--- src/rtl/pf_pkg.sv ---
// Playfair digraph encipher: shared types, letter and action codes, helpers.
// No dependencies; used by pf_locate and playfair_digraph_encipher.
package pf_pkg;

  typedef logic [4:0] letter_t;
  typedef logic [2:0] pos_t;
  typedef logic [1:0] action_t;
  typedef logic [1:0] reg_index_t;

  localparam int unsigned SIDE = 5;

  typedef letter_t [SIDE-1:0][SIDE-1:0] grid_t;

  localparam letter_t LETTER_X   = 5'd23;
  localparam letter_t LETTER_Q   = 5'd16;
  localparam letter_t LETTER_MAX = 5'd25;
  localparam letter_t LETTER_NONE = 5'd0;

  localparam action_t ACT_LETTER    = 2'd0;
  localparam action_t ACT_LINE_END  = 2'd1;
  localparam action_t ACT_END_INPUT = 2'd2;

  localparam logic KIND_DIGRAPH = 1'b0;
  localparam logic KIND_BREAK   = 1'b1;

  localparam reg_index_t REG_ROWS_0_1 = 2'd0;
  localparam reg_index_t REG_ROWS_2_3 = 2'd1;
  localparam reg_index_t REG_ROW_4    = 2'd2;

  localparam pos_t POS_LAST = 3'(SIDE - 1);

  // Digraph waiting for encipher, plus a pending line break.
  typedef struct packed {
    logic    pair_v;
    letter_t a;
    letter_t b;
    logic    brk;
  } work_t;

  // Square position of a letter.
  typedef struct packed {
    logic found;
    pos_t row;
    pos_t col;
  } loc_t;

  function automatic pos_t wrap_next(input pos_t p);
    return (p == POS_LAST) ? 3'd0 : p + 3'd1;
  endfunction

endpackage

--- src/rtl/pf_locate.sv ---
// Finds the lowest square cell holding a letter code.
// Depends on pf_pkg (grid_t, loc_t).
module pf_locate (
  input  pf_pkg::grid_t   grid,
  input  pf_pkg::letter_t code,
  output pf_pkg::loc_t    loc
);

  always_comb begin
    loc = '0;
    // scan high to low so the lowest match wins
    for (int r = pf_pkg::SIDE - 1; r >= 0; r--) begin
      for (int c = pf_pkg::SIDE - 1; c >= 0; c--) begin
        if (grid[3'(r)][3'(c)] == code) begin
          loc.found = 1'b1;
          loc.row   = 3'(r);
          loc.col   = 3'(c);
        end
      end
    end
  end

endmodule

--- src/rtl/playfair_digraph_encipher.sv ---
// Playfair digraph encipher top level: pairing into an input register, then
// locate and substitution into the result register. Depends on pf_pkg and pf_locate.
//
// Takes one character word per cycle (letter, line end, end of input) and
// returns enciphered digraphs and line breaks over a single result port. A word
// is accepted every cycle the result port keeps up; a line end that closes a
// pending letter yields two results and holds the result port until both are
// taken, so the sustained rate is set by that port. The first result of a word
// passes through the input register, then the result register, before it is
// presented. The user must load the key square through the cfg port only while
// the block is idle; the block does not enforce this. The square resets to zero.
module playfair_digraph_encipher (
  input  logic                clk,
  input  logic                rst,
  input  logic                item_valid,
  output logic                item_stall,
  input  pf_pkg::action_t     action,
  input  pf_pkg::letter_t     letter,
  output logic                result_valid,
  input  logic                result_stall,
  output logic                kind,
  output pf_pkg::letter_t     first_out,
  output pf_pkg::letter_t     second_out,
  output logic                last,
  input  logic                cfg_valid,
  output logic                cfg_ready,
  input  pf_pkg::reg_index_t  cfg_index,
  input  logic [49:0]         cfg_data
);

  logic [49:0] square_rows_0_1;
  logic [49:0] square_rows_2_3;
  logic [24:0] square_row_4;
  pf_pkg::grid_t grid;

  logic            held_valid, held_valid_next;
  pf_pkg::letter_t held_letter, held_letter_next;
  pf_pkg::work_t   work_next;
  pf_pkg::letter_t in_letter;

  logic          s1_valid;
  pf_pkg::work_t s1;
  pf_pkg::loc_t  loc0, loc1;

  logic            out_pair_v, out_brk_v;
  pf_pkg::letter_t out_a, out_b;
  pf_pkg::letter_t enc_a, enc_b;

  logic accept, out_done, out_free, out_load, s1_free, s1_load;

  // config
  assign cfg_ready = 1'b1;

  always_ff @(posedge clk) begin
    if (rst) begin
      square_rows_0_1 <= '0;
      square_rows_2_3 <= '0;
      square_row_4    <= '0;
    end else if (cfg_valid && cfg_ready) begin
      unique case (cfg_index)
        pf_pkg::REG_ROWS_0_1: square_rows_0_1 <= cfg_data;
        pf_pkg::REG_ROWS_2_3: square_rows_2_3 <= cfg_data;
        pf_pkg::REG_ROW_4:    square_row_4    <= cfg_data[24:0];
        default: ;
      endcase
    end
  end

  // cell n sits at bits 5n of the packed grid
  assign grid = {square_row_4, square_rows_2_3, square_rows_0_1};

  // handshake chain
  assign out_done = result_valid && !result_stall && !(out_pair_v && out_brk_v);
  assign out_free = !result_valid || out_done;
  assign out_load = s1_valid && out_free;
  assign s1_free  = !s1_valid || out_load;
  assign item_stall = !s1_free;
  assign accept   = item_valid && !item_stall;

  // pairing
  assign in_letter = (letter == pf_pkg::LETTER_Q) ? pf_pkg::LETTER_X : letter;

  always_comb begin
    held_valid_next  = held_valid;
    held_letter_next = held_letter;
    work_next        = '0;
    work_next.a      = held_letter;
    work_next.b      = pf_pkg::LETTER_X;
    unique case (action)
      pf_pkg::ACT_LETTER: begin
        if (letter <= pf_pkg::LETTER_MAX) begin
          if (!held_valid) begin
            held_valid_next  = 1'b1;
            held_letter_next = in_letter;
          end else if (in_letter == held_letter && in_letter != pf_pkg::LETTER_X) begin
            work_next.pair_v = 1'b1;
          end else begin
            work_next.pair_v = 1'b1;
            work_next.b      = in_letter;
            held_valid_next  = 1'b0;
          end
        end
      end
      pf_pkg::ACT_LINE_END: begin
        work_next.pair_v = held_valid;
        work_next.brk    = 1'b1;
        held_valid_next  = 1'b0;
      end
      pf_pkg::ACT_END_INPUT: begin
        work_next.pair_v = held_valid;
        held_valid_next  = 1'b0;
      end
      default: ;
    endcase
  end

  assign s1_load = accept && (work_next.pair_v || work_next.brk);

  always_ff @(posedge clk) begin
    if (rst) begin
      held_valid  <= 1'b0;
      held_letter <= '0;
    end else if (accept) begin
      held_valid  <= held_valid_next;
      held_letter <= held_letter_next;
    end
  end

  // input register: paired digraph
  always_ff @(posedge clk) begin
    if (rst) begin
      s1_valid <= 1'b0;
    end else if (s1_free) begin
      s1_valid <= s1_load;
    end
  end

  always_ff @(posedge clk) begin
    if (s1_load) begin
      s1 <= work_next;
    end
  end

  pf_locate u_locate_a (
    .grid (grid),
    .code (s1.a),
    .loc  (loc0)
  );

  pf_locate u_locate_b (
    .grid (grid),
    .code (s1.b),
    .loc  (loc1)
  );

  // substitution
  always_comb begin
    pf_pkg::pos_t nr0, nc0, nr1, nc1;
    nr0 = loc0.row;
    nc0 = loc0.col;
    nr1 = loc1.row;
    nc1 = loc1.col;
    if (loc0.col == loc1.col) begin
      nr0 = pf_pkg::wrap_next(loc0.row);
      nr1 = pf_pkg::wrap_next(loc1.row);
    end else if (loc0.row == loc1.row) begin
      nc0 = pf_pkg::wrap_next(loc0.col);
      nc1 = pf_pkg::wrap_next(loc1.col);
    end else begin
      nc0 = loc1.col;
      nc1 = loc0.col;
    end
    if (!loc0.found || !loc1.found ||
        (loc0.row == loc1.row && loc0.col == loc1.col)) begin
      enc_a = s1.a;
      enc_b = s1.b;
    end else begin
      enc_a = grid[nr0][nc0];
      enc_b = grid[nr1][nc1];
    end
  end

  // result register: digraph first, then line break
  always_ff @(posedge clk) begin
    if (rst) begin
      out_pair_v <= 1'b0;
      out_brk_v  <= 1'b0;
    end else if (out_load) begin
      out_pair_v <= s1.pair_v;
      out_brk_v  <= s1.brk;
    end else if (result_valid && !result_stall) begin
      priority if (out_pair_v) begin
        out_pair_v <= 1'b0;
      end else begin
        out_brk_v <= 1'b0;
      end
    end
  end

  always_ff @(posedge clk) begin
    if (out_load) begin
      out_a <= enc_a;
      out_b <= enc_b;
    end
  end

  assign result_valid = out_pair_v || out_brk_v;
  assign kind         = out_pair_v ? pf_pkg::KIND_DIGRAPH : pf_pkg::KIND_BREAK;
  assign first_out    = out_pair_v ? out_a : pf_pkg::LETTER_NONE;
  assign second_out   = out_pair_v ? out_b : pf_pkg::LETTER_NONE;
  assign last         = !(out_pair_v && out_brk_v);

  // checks
  a_break_follows_pair: assert property (@(posedge clk) disable iff (rst)
    result_valid && !result_stall && out_pair_v && out_brk_v
      |=> result_valid && kind == pf_pkg::KIND_BREAK && last)
    else $error("line break lost after digraph");

  a_stall_only_when_busy: assert property (@(posedge clk) disable iff (rst)
    item_stall |-> s1_valid && result_valid)
    else $error("input stalled with free pipeline slot");

  a_held_letter_legal: assert property (@(posedge clk) disable iff (rst)
    held_valid |-> held_letter <= pf_pkg::LETTER_MAX && held_letter != pf_pkg::LETTER_Q)
    else $error("illegal held letter");

endmodule

--- config.mk ---
export PLATFORM = sky130hd
export DESIGN_NAME = playfair_digraph_encipher
export DESIGN_NICKNAME = d
export VERILOG_FILES = /design/src/rtl/pf_pkg.sv /design/src/rtl/pf_locate.sv /design/src/rtl/playfair_digraph_encipher.sv
export SDC_FILE = /design/constraint.sdc
export NUM_CORES = 1
export LEC_CHECK = 0
export BUFFER_PORTS_ARGS = -buffer_cell sky130_fd_sc_hd__buf_2
export CAP_MARGIN = 10
export CELL_PAD_IN_SITES_DETAIL_PLACEMENT = 1
export CELL_PAD_IN_SITES_GLOBAL_PLACEMENT = 2
export CORE_ASPECT_RATIO = 0.75
export CORE_MARGIN = 4
export CORE_UTILIZATION = 40
export CTS_CLUSTER_DIAMETER = 50
export CTS_CLUSTER_SIZE = 12
export DETAILED_ROUTE_END_ITERATION = 7
export PLACE_DENSITY = 0.86
export SYNTH_ARGS = -nofsm -noshare
export SYNTH_HDL_FRONTEND = slang
export SYNTH_HIERARCHICAL = 1
export SYNTH_SLANG_ARGS = --single-unit
--- constraint.sdc ---
create_clock -name clk -period 6.4 [get_ports clk]
set_clock_uncertainty 0.05 [all_clocks]
set_input_delay 0.32 -clock clk [delete_from_list [all_inputs] [get_ports clk]]
set_output_delay 0.32 -clock clk [all_outputs]
set_load 0.01 [all_outputs]
* Word level (Yosys, flattened, before mapping)
Index checks and enable logic that the tools add are counted.
** Storage, ports and cells
- Register bits :: 156
- Output and inout bits :: 15
- Logic and storage cells :: 179
- Bits of input ports :: 64
** Operators by class
- Reductions and logical operators :: 33
- Bitwise operators :: 3
- Add/subtract/negate cells :: 4
- Mux-type cells :: 71
- Equality and inequality tests :: 49
- Order comparisons :: 5
** Operators by type and width (count)
- 7-bit two-way mux :: 34
- 5-bit == test :: 33
- 25-bit binary-select mux with 3-bit select :: 2
- 25-bit two-way mux :: 2
- 5-bit two-way mux :: 7
- 5-bit binary-select mux with 3-bit select :: 2
- 3-bit two-way mux :: 10
- 3-bit by 4-bit less-than comparator with 1-bit output (second input constant) :: 4
- 3-bit by 1-bit adder with 3-bit output (second input constant) :: 4
- 3-bit == test (second input constant) :: 4
- 1-bit two-way mux :: 12
- 5-bit == test (first input constant) :: 2
- 1-bit logical AND :: 8
- 2-bit AND reduction :: 4
- 1-bit logical NOT :: 7
- 3-bit == test :: 2
- 1-bit logical OR :: 6
- 5-bit == test (second input constant) :: 1
- 5-bit <= comparator (second input constant) :: 1
- 5-bit inequality test (second input constant) :: 1
- 2-bit by 1-bit == test with 1-bit output (second input constant) :: 2
- 2-bit == test (second input constant) :: 2
- 2-bit logical NOT :: 2
- 1-bit one-hot mux with 2 select lines :: 2
- other kinds (8) :: 11

* Depth between registers and ports, before layout
- Word-level depth :: 26
- Gate-level depth with buffers :: 16
- Mapped depth without buffers :: 14

* Cells and area by module
The synthesis kept the hierarchy.
** By module, submodules not included
- playfair_digraph_encipher :: seq. area each 3343.2 µm², area an instance 8873.5 µm², instances 1, cells each 1127
- pf_locate :: seq. area each 0.0 µm², area an instance 295.3 µm², instances 2, cells each 40

* Worst setup path after synthesis
No wires, ideal clock.
- Path type :: flip-flop to flip-flop
- Start point :: reg s1[3] in the netlist's numbering
- End point :: reg out_b[0] (data pin)
- Clock period less this slack :: 3.539 ns
- Data required time :: 6.094 ns
- Path buffers :: 0
- Path slack :: 2.861 ns
- Data arrival time :: 3.233 ns
- Library setup time :: 0.256 ns
- Stages on the path, launching flop included :: 13
- Cell sequence :: edfxtp_1 -> xor2_1 -> nor3_1 -> nand3_1 -> o21ai_1 -> nor3b_1 -> xor2_2 -> nor3_2 -> o21ai_1 -> a22oi_1 -> o221ai_1 -> or2_2 -> a41o_1
** RTL lines
- start: declaration :: RTL line playfair_digraph_encipher.sv:42 : pf_pkg::work_t s1;
- start signal: assignment :: RTL line playfair_digraph_encipher.sv:140 : s1 <= work_next;
- end signal: assignment :: RTL line playfair_digraph_encipher.sv:203 : out_b <= enc_b;
- end: declaration :: RTL line playfair_digraph_encipher.sv:46 : pf_pkg::letter_t out_a, out_b;

==> results.md <==
* Outcome: finished, violations left
* Failing checks: max-slew violations
* Fraction of layout instances using a drive strength above 1 at 12.15%
* Met2 usage at 42.47%
* Worst-Skew Late Latency at 0.44 ns
* Core footprint at 23120 um^2
* Final net count at 1305
* Crit. End Element: register
* GR peak layer: met2
* Hold Path Class: in2reg
* Post-DP HPWL at 26.39 mm
* Fin crit period at 5.548 ns
* Int Pwr at 1.816 mW
* Vias after detailed routing at 9402
* Post-synth EDFFs at 22
* # IOs at 79
* Hold Buf Count CTS at 0
* Net Sw Frac at 31.31%
* Setup tns final at 0 ns
* Die Wd at 185.6 um
* Hold Violations, Final at 0
* TritonRoute pass-1 iters at 5
* CTS tree: built
* Initial antenna violation count at 0
* Diode count at 0
* Final Max Slew Viols at 48
* Post-CTS Setup Inserts at 0
* Sequential element share of the synthesized area at 35.33%
* Flop and latch count out of synthesis at 156
* # setup viols final at 0
* Period utilization at 86.69%
* Top FF cell, synth: dfxtp_1
* Initial Util at 40.93%
* Clock Tree Root: clkbuf_16
* First-pass GRT wire length at 56.86 mm
* Critical path type: reg2reg
* Max cap viols at 0
* Worst-path fanout max at 21
* Clock Power Share at 41.3%
* RePlAce Congestion at 0.9655
* M3 GR Usage at 8.151%
* PD cells at 251.4 nW/um^2
* Vias in the first global route at 9315
* Fin Hold WS at 0.07421 ns
* WL/cell at 24.14 um
* Crit start category: register
* Worst slew pin tran at 2.455 ns
* Post-cts gate resize count at 0
* Gate power share at 18.4%
* Synth unique cells at 81
* Grt ovf at 0
* Die height at 141.2 um
* CTS max path bufs at 2
* GR Util met1 at 39.70%
* Yosys warnings at 6
* GRT Util Overall at 28.45%
* Antenna-violating nets left at 0
* CP required at 6.64 ns
* Cell area after synthesis at 9464 um^2
* H-Tree Depth at 4
* Achievable frequency at 180.2 MHz
* RSZ-0062 raised after global routing: no
* Leakage Power at 3.864 nW
* WL final at 37.24 mm
* Sink Count at 156
* Synth Area per Inst at 7.841 um^2
* Async SR Flop Fraction at 0%
* Largest net degree at the start of global routing at 72
* Standard-cell rows at 48
* CTS clk-pin slew, worst paths at 0.07 ns
* Port Buffers at 77
* 1st-iter DRT viols at 820
* Net Sw Power at 0.8281 mW
* Area Overhead vs Synth at 11.14%
* Drt drc at 0
* Die area at 26210 um^2
* Tot Pwr at 2.645 mW
* Worst vdd ir at 0.2418 mV
* Via density at 6.093
* Flop pwr share at 40.3%
* Crit path arrival time at 5.79 ns
* CTS Buf Count at 17
* Slew Limit Headroom at -65.09%
* Synthesized instance count at 1207
[metrics by stage]
step / instance area [um^2] / util [%] / setup WS, ns / cells
2_1_floorplan: 9479 / - / 2.861 / 1211
3_3_place_gp: 9898 / 42.81 / 1.408 / 1511
3_5_place_dp: 9898 / 42.81 / 1.231 / 1511
4_1_cts: 10520 / 45.49 / 1.132 / 1543
5_1_grt: 10520 / 45.49 / 0.5177 / 1543
6_report: 10520 / 45.49 / 0.8518 / 1543
[synth_stat cells (all sizes together), types with 9 or more instances]
library cell / number / area share (%)
a2111oi: 14 / 1.3
a211oi: 33 / 2.7
a21oi: 150 / 7.9
a22oi: 15 / 1.2
and2: 14 / 0.93
and3: 27 / 1.8
buf: 30 / 2.3
clkbuf: 59 / 2.4
dfxtp: 134 / 28
edfxtp: 22 / 7.0
ha: 11 / 1.5
inv: 25 / 0.99
mux2i: 63 / 6.7
nand2: 318 / 13
nand3: 30 / 1.6
nor2: 24 / 1.0
nor3: 10 / 0.69
o211ai: 9 / 0.71
o21ai: 37 / 2.0
o221ai: 11 / 1.0
o31ai: 11 / 0.93
xnor2: 34 / 3.4
xor2: 19 / 1.9
[power by group through the flow]
stage	combinational, mW	clock, mW	sequential, mW
3_3_place_gp	0.427	0	1.09
2_1_floorplan	0.340	0	1.07
3_5_place_dp	0.433	0	1.09
6_report	0.486	1.09	1.07
5_1_grt	0.519	1.15	1.07
4_1_cts	0.434	1.10	1.06
[worst max-delay path: stages (launching register included)]
cell and delay, ns:
edfxtp_1 0.50, xor2_1 0.22, nor3_1 0.10, nand3_1 0.10
o21ai_1 0.09, nor3b_1 0.95, xnor2_2 0.32, nand4_1 0.79
nand2_1 0.90, a211oi_1 0.16, a2111oi_0 0.86, a21oi_1 0.15
o211ai_1 0.20
[per-layer routing]
metal / vias to the layer above / part of all wire (%)
met3: 67 / 9.3
met2: 384 / 43
met5: - / 0
li1: 4307 / -
met4: 0 / 2.9
met1: 4644 / 45
[final timing paths]
kind / from / endpoint / slack (ns) / cells after the start
max: s1[2] / out_a[0] / 0.85 / 12
min: cfg_data[34] / square_rows_0_1[34] / 0.07 / 3
max reg2reg: s1[2] / out_a[0] / 0.85 / 12
min reg2reg: square_rows_2_3[9] / square_rows_2_3[9] / 0.43 / 2
[flip-flops by register name, summed over array words and instances (netlist names)]
name             count
out_pair_v           1
out_brk_v            1
held_letter          5
out_a                5
held_valid           1
square_rows_0_1     50
square_row_4        25
s1                  12
out_b                5
square_rows_2_3     50
s1_valid             1
[layout by cell type, fill, tap and decap left out, types with 15 or more instances in the layout]
cell type / synthesis / layout
nand2_1: 316 / 316
dfxtp_1: 134 / 134
o21ai_0: 24 / 24
xor2_1: 17 / 17
nand3_1: 29 / 29
mux2i_1: 63 / 63
a22oi_1: 15 / 15
a21oi_1: 150 / 150
buf_2: 12 / 76
nor2_1: 23 / 23
xnor2_1: 31 / 31
clkbuf_16: 0 / 19
edfxtp_1: 22 / 22
a211oi_1: 32 / 32
inv_1: 25 / 25
and3_1: 27 / 27
[area by class of cell]
cell class	count	area [um^2]
multi-input cells	941	5608
repair buffers	89	478.0
clock inverters	10	123.9
flip-flops and latches	156	3343
clock buffers	22	496.7
inverters	25	93.84
fillers	2825	12600
well taps	300	375.4
[kinds of logic (layout without fill, tap and decap cells)]
family                     after synthesis  in the layout  synth area share (%)
and+or+nand+nor                        459            459                 21.48
AOI/OAI and AO/OA                      340            340                 23.18
xor gates and xnor gates                53             53                 5.301
DFF                                    156            156                 35.33
other                                    5              9                0.1983
buffers and inverters                  114            146                 5.645
adders and majority gates               11             11                 1.454
muxes                                   69             69                 7.417
(Power assumes the default switching activity.)
